**src/rtl/core/blur3_pkg.sv**
```systemverilog
package blur3_pkg;

  localparam int unsigned DEF_MAX_WIDTH  = 2048;
  localparam int unsigned DEF_MAX_HEIGHT = 4096;

  localparam int unsigned CFG_IDX_W    = 1;
  localparam int unsigned CFG_DATA_W   = 13;
  localparam int unsigned CFG_WIDTH_W  = 12;
  localparam int unsigned CFG_HEIGHT_W = 13;

  localparam logic [CFG_IDX_W-1:0] REG_IMAGE_WIDTH  = 1'd0;
  localparam logic [CFG_IDX_W-1:0] REG_IMAGE_HEIGHT = 1'd1;

  localparam int unsigned RESET_WIDTH  = 640;
  localparam int unsigned RESET_HEIGHT = 480;

  localparam int unsigned OUT_DEPTH = 8;

  localparam int unsigned VALUE_W = 8;
  localparam int unsigned COL_W   = 11;
  localparam int unsigned ROW_W   = 12;

  typedef struct packed {
    logic               last;
    logic [ROW_W-1:0]   row;
    logic [COL_W-1:0]   col;
    logic [VALUE_W-1:0] value;
  } res_t;

endpackage

```
**src/rtl/core/blur3_ofifo.sv**
```systemverilog
module blur3_ofifo #(
  parameter int unsigned DEPTH = blur3_pkg::OUT_DEPTH
) (
  input  logic                       clk_i,
  input  logic                       rst_ni,
  input  logic [1:0]                 push_n_i,
  input  blur3_pkg::res_t            push0_i,
  input  blur3_pkg::res_t            push1_i,
  input  logic                       pop_i,
  output blur3_pkg::res_t            head_o,
  output logic                       valid_o,
  output logic [$clog2(DEPTH+1)-1:0] cnt_o
);

  import blur3_pkg::*;

  localparam int unsigned PW = $clog2(DEPTH);
  localparam int unsigned CW = $clog2(DEPTH+1);

  res_t          mem_q [DEPTH];
  logic [PW-1:0] wptr_q, wptr_d, rptr_q, rptr_d, wptr_nx;
  logic [CW-1:0] cnt_q, cnt_d;
  logic          pop;

  assign pop     = pop_i && (cnt_q != '0);
  assign wptr_nx = wptr_q + PW'(1);

  always_comb begin
    wptr_d = wptr_q + PW'(push_n_i);
    rptr_d = pop ? rptr_q + PW'(1) : rptr_q;
    cnt_d  = cnt_q + CW'(push_n_i) - CW'(pop);
  end

  always_ff @(posedge clk_i or negedge rst_ni) begin
    if (!rst_ni) begin
      wptr_q <= '0;
      rptr_q <= '0;
      cnt_q  <= '0;
    end else begin
      wptr_q <= wptr_d;
      rptr_q <= rptr_d;
      cnt_q  <= cnt_d;
    end
  end

  always_ff @(posedge clk_i) begin
    if (push_n_i != 2'd0) begin
      mem_q[wptr_q] <= push0_i;
    end
    if (push_n_i == 2'd2) begin
      mem_q[wptr_nx] <= push1_i;
    end
  end

  assign head_o  = mem_q[rptr_q];
  assign valid_o = (cnt_q != '0);
  assign cnt_o   = cnt_q;

endmodule

```
**config.mk**
```make
export PLATFORM = sky130hd
export DESIGN_NAME = blur3_ofifo
export DESIGN_NICKNAME = d
export VERILOG_FILES = /design/src/rtl/core/blur3_pkg.sv /design/src/rtl/core/blur3_ofifo.sv
export SDC_FILE = /design/constraint.sdc
export NUM_CORES = 1
export LEC_CHECK = 0
export BUFFER_PORTS_ARGS = -buffer_cell sky130_fd_sc_hd__clkbuf_2
export CORE_MARGIN = 5
export CORE_UTILIZATION = 55
export DETAILED_ROUTE_END_ITERATION = 16
export PLACE_DENSITY = 0.85
export SLEW_MARGIN = 10
export SYNTH_ARGS = -nofsm -noshare
export SYNTH_HDL_FRONTEND = slang
export SYNTH_SLANG_ARGS = --single-unit
export TNS_END_PERCENT = 30
```
**constraint.sdc**
```tcl
create_clock -name clk_i -period 4.12 [get_ports clk_i]
set_input_delay 0.824 -clock clk_i [delete_from_list [all_inputs] [get_ports clk_i]]
set_output_delay 0.824 -clock clk_i [all_outputs]
set_load 0.02 [all_outputs]
```
# After elaboration in Yosys (flattened, before gate mapping)
# Memory sizes are Yosys's and may differ from the RTL's.
# Cells that the tools add are included.
# word_totals
reg_bits	10
mem_bits_rw	256
n_memories	1
output_inout_bits	37
wordCells	17
in_bits	69
# op_classes
mux	4
n_reduce_logical	3
eq_ne	1
addsub	5
# mem_list
memory	depth	width	rd	rd_clocked_by_memory_dff	write_ports	line	rtl
mem_q	8	32	1	0	2	blur3_ofifo.sv:20	res_t mem_q [DEPTH];
# op_table
op	count
$add A3 B1 Y3 const B	2
$add A4 B2 Y4	1
$mux W1	4
$reduce_bool A4 Y1	1
$sub A4 B1 Y4	1
$add A3 B2 Y3	1
$eq A2 B2 Y1 const B	1
$reduce_bool A2 Y1	1
$logic_and A1 B1 Y1	1

# Logic depth before layout (Yosys ltp)
# logic_depth
word_depth	3
mapped_depth	11
mapped_depth_nobuf	11

# Worst setup path before layout
# No wires, ideal clock.
# synth_timing
path_kind	in2reg
startpoint	input port push_n_i[0]
endpoint	memory mem_q[1][0] in the netlist's numbering, enable pin
arrival_ns	3.401
path_buffers	0
setup_ns	0.470
path_slack_ns	0.249
required_time_ns	3.650
stages	2
path_cell_list	o21ai_0 o31ai_1
# synth_rtl
element	line	rtl
start, declared	blur3_ofifo.sv:6	input logic [1:0] push_n_i,
end, declared	blur3_ofifo.sv:20	

==> summary.txt <==
Run status
  • Status: completed

Route
  • Post-route DRC: 0
  • Drt first pass iters: 5
  • DRT Wirelength: just under 30,000 um
  • Vias/cell: around 6.1
  • Wire length per cell: ~25 um
  • DRT iter0 DRCs: roughly 700
  • Final ANT Viol Nets: 0
  • Via Count: around 7,300

Yosys
  • Adder-cell area share of the yosys netlist: 0.0114
  • Syn avg cell area: about 18 sq um
  • Sequential fraction of the synthesis area: 0.595
  • Post-Synth XOR/XNOR Area: 0.00572
  • Yosys warns: 0
  • Mux cell area share after synthesis: 0.352
  • Synth Register Bits: 266
  • Post-synthesis simple-gate area fraction: 0.00835
  • Post-Syn Area: roughly 13,000 sq um
  • Post-Synthesis Cells: ~720
  • Library cells used by synthesis: 33
  • Largest family of logic cells by synthesized area: multiplexers
  • Syn_nets: between 800 and 900
  • Synth Area in Compound Gates: 0.00544

Worst setup path
  • Worst-path maximum fanout: 22
  • Critical path's slowest cell: dfrtp_4
  • Largest stage delay on the critical path: ~0.72 ns
  • CP required: roughly 3.3 ns
  • WP buf/inv: 2
  • Crit path kind: reg2out
  • CP Launch Type: register
  • CP arrival: 2.66 ns
  • Worst path depth: 4
  • CP Cell Sequence: buf_4, mux4_2, mux2_2, clkbuf_2
  • Critical path capture point type: output port
  • Worst Reg-to-Reg Cells: 5
  • Crit-path leading delay family: multiplexers

Placement
  • GP Congestion: 0.807
  • Final HPWL DP: 17,800 um
  • Number of port buffers: between 100 and 150

Die
  • Rows: 57
  • Initial Utilization: 0.553
  • Die Wd: around 170 um
  • Height of the die: 166 um
  • Core area: 24,100 sq um
  • Die ar.: approximately 27,000 sq um
  • # IOs: between 100 and 150

Clocking
  • CTS buffer count: 28
  • Root Driver: clkbuf_16
  • Sink Count: around 270
  • Hold buffers post-CTS: 0
  • Clk_lat worst skew: approximately 0.55 ns
  • Post CTS Setup Buffer Count: 0
  • CTS tree: yes
  • Clock Path Buffers: 3
  • Clock transition at path regs: 0.06 ns
  • Post_cts resized: 0
  • H-tree depth: 1

Timing
  • Tcrit/Tclk final: 0.846
  • Max Slew Vio Count: 0
  • Worst slew margin: 0.249
  • Worst slew pin tran: between 1 and 1.5 ns
  • Highest Clock Rate: 0.287 GHz
  • RSZ-0062 raised after global routing: no
  • Setup total negative slack: 0 ns
  • # setup viols final: 0
  • Final Skew: 0.0187 ns
  • Min Tclk post-route: 3.48 ns
  • Final Hold Viols: 0

GRT
  • Largest net degree at the start of global routing: 35
  • Initial antenna violation count: 3
  • Number of global-route vias before repair: just under 8,000
  • First-pass GRT wire length: ~46,000 um
  • Grt total ovfl: 0
  • Global Route Usage Sum: 0.215

Power
  • Worst VDD drop: around 0.49 mV
  • P_leak: 5.30 nW
  • PnR Total Power: 11.1 mW
  • P per Cell Area: between 700 and 800 nW/um^2

Layout
  • Share of layout cells above drive strength 1: 0.631
  • Commonest cells after routing, fill and taps aside: mux2_2, edfxtp_1, clkbuf_2, mux4_2, clkbuf_16
  • Area delta synth->final: 14.4%
  • NumNets Final: slightly above 900
  • Commonest non-fill, non-tap cell in the layout: mux2_2

Hold path
  • Hold WC Path Type: in2async

Job
  • Max cap viols: 0
-- through the flow --
stage / setup WS (ns) / util / hold WS [ns] / std cells / cell area, sq um
after global placement: 1.11 / 0.596 / 0.606 / 1134 / 14400
after detailed placement: 1.02 / 0.596 / 0.617 / 1134 / 14400
after CTS: 0.586 / 0.633 / 0.141 / 1185 / 15200
final: 0.636 / 0.633 / 0.145 / 1186 / 15300
after floorplan: 0.249 / - / 0.528 / 723 / 13300
after global routing: 0.510 / 0.633 / 0.151 / 1185 / 15200
-- layout make-up --
type                            instances  area [sq um]
Antenna cell                            1          2.50
Clock buffer                           32           737
Clock inverter                         19           141
Fill cell                            1734          8850
Inverter                               13          48.8
Multi-Input combinational cell        401          5230
Sequential cell                       266          7940
Tap cell                              324           405
Timing Repair Buffer                  130           738
-- registers in the layout, summed over array words and instances (netlist names) --
register	flops
cnt_o	4
mem_q	256
wptr_q	3
rptr_q	3
-- final timing paths --
kind | from | to | slack [ns]
max | rptr_q[0] | head_o[0] | 0.64
min | rst_ni | rptr_q[0] | 0.15
max reg2reg | wptr_q[1] | mem_q[2][0] | 1.16
min reg2reg | wptr_q[0] | wptr_q[0] | 0.63
max in group asynchronous | rst_ni | rptr_q[0] | 3.73
min in group clk_i | pop_i | rptr_q[2] | 0.59
-- worst reg2reg max path, cell delays in order, from the launching register on --
cell      delay, ns
dfrtp_1        0.48
ha_1           0.42
nand4b_1       0.39
nor2_4         0.56
buf_4          0.45
mux2_2         0.39
-- synth_stat cells --
cell type,n,area share
mux2_1,4,0.0034
a21oi_1,1,0.00037
nand2b_1,1,0.00047
inv_1,13,0.0037
xor2_2,1,0.0012
nor2_1,2,0.00056
or3b_2,1,0.00066
xor2_1,2,0.0013
fa_1,2,0.0030
o22ai_1,2,0.00094
dfrtp_1,10,0.019
nand3_2,2,0.0015
xnor2_2,1,0.0012
a21o_1,1,0.00056
o21ai_0,5,0.0019
mux4_2,64,0.11
o31ai_1,2,0.0011
buf_1,4,0.0011
nor3b_1,1,0.00056
ha_1,9,0.0084
nor4b_1,1,0.00066
buf_6,6,0.0051
and4bb_2,1,0.00094
nand2_1,7,0.0020
xnor2_1,3,0.0020
buf_4,1,0.00056
edfxtp_1,256,0.58
mux2_2,285,0.24
nand3_1,1,0.00037
clkbuf_1,7,0.0020
o21bai_1,1,0.00056
nand4b_1,1,0.00066
buf_2,25,0.0094
-- per-layer routing --
metal	share of wire	up-vias	global-route usage	wire length (um)
li1	-	3197	-	-
met1	0.42	3777	0.293	12300
met2	0.50	222	0.361	14900
met3	0.061	57	0.0446	1810
met4	0.018	6	0.0481	540
met5	0.0010	-	0	30
-- power by group --
part,total (mW),internal [mW],switching (mW)
Sequential,4.41,3.99,0.424
Combinational,4.24,1.93,2.31
Clock,2.43,1.40,1.03
-- cell families (layout without fill, tap and decap cells) --
kind of cell,after synthesis,in the layout
flops,266,266
buf+inv,56,194
other cells,0,1
xor+xnor,7,7
fa+ha+maj,11,11
mux,353,353
compound gates,12,12
simple gates,18,18
Note: power is estimated with default switching activity, not from simulation.
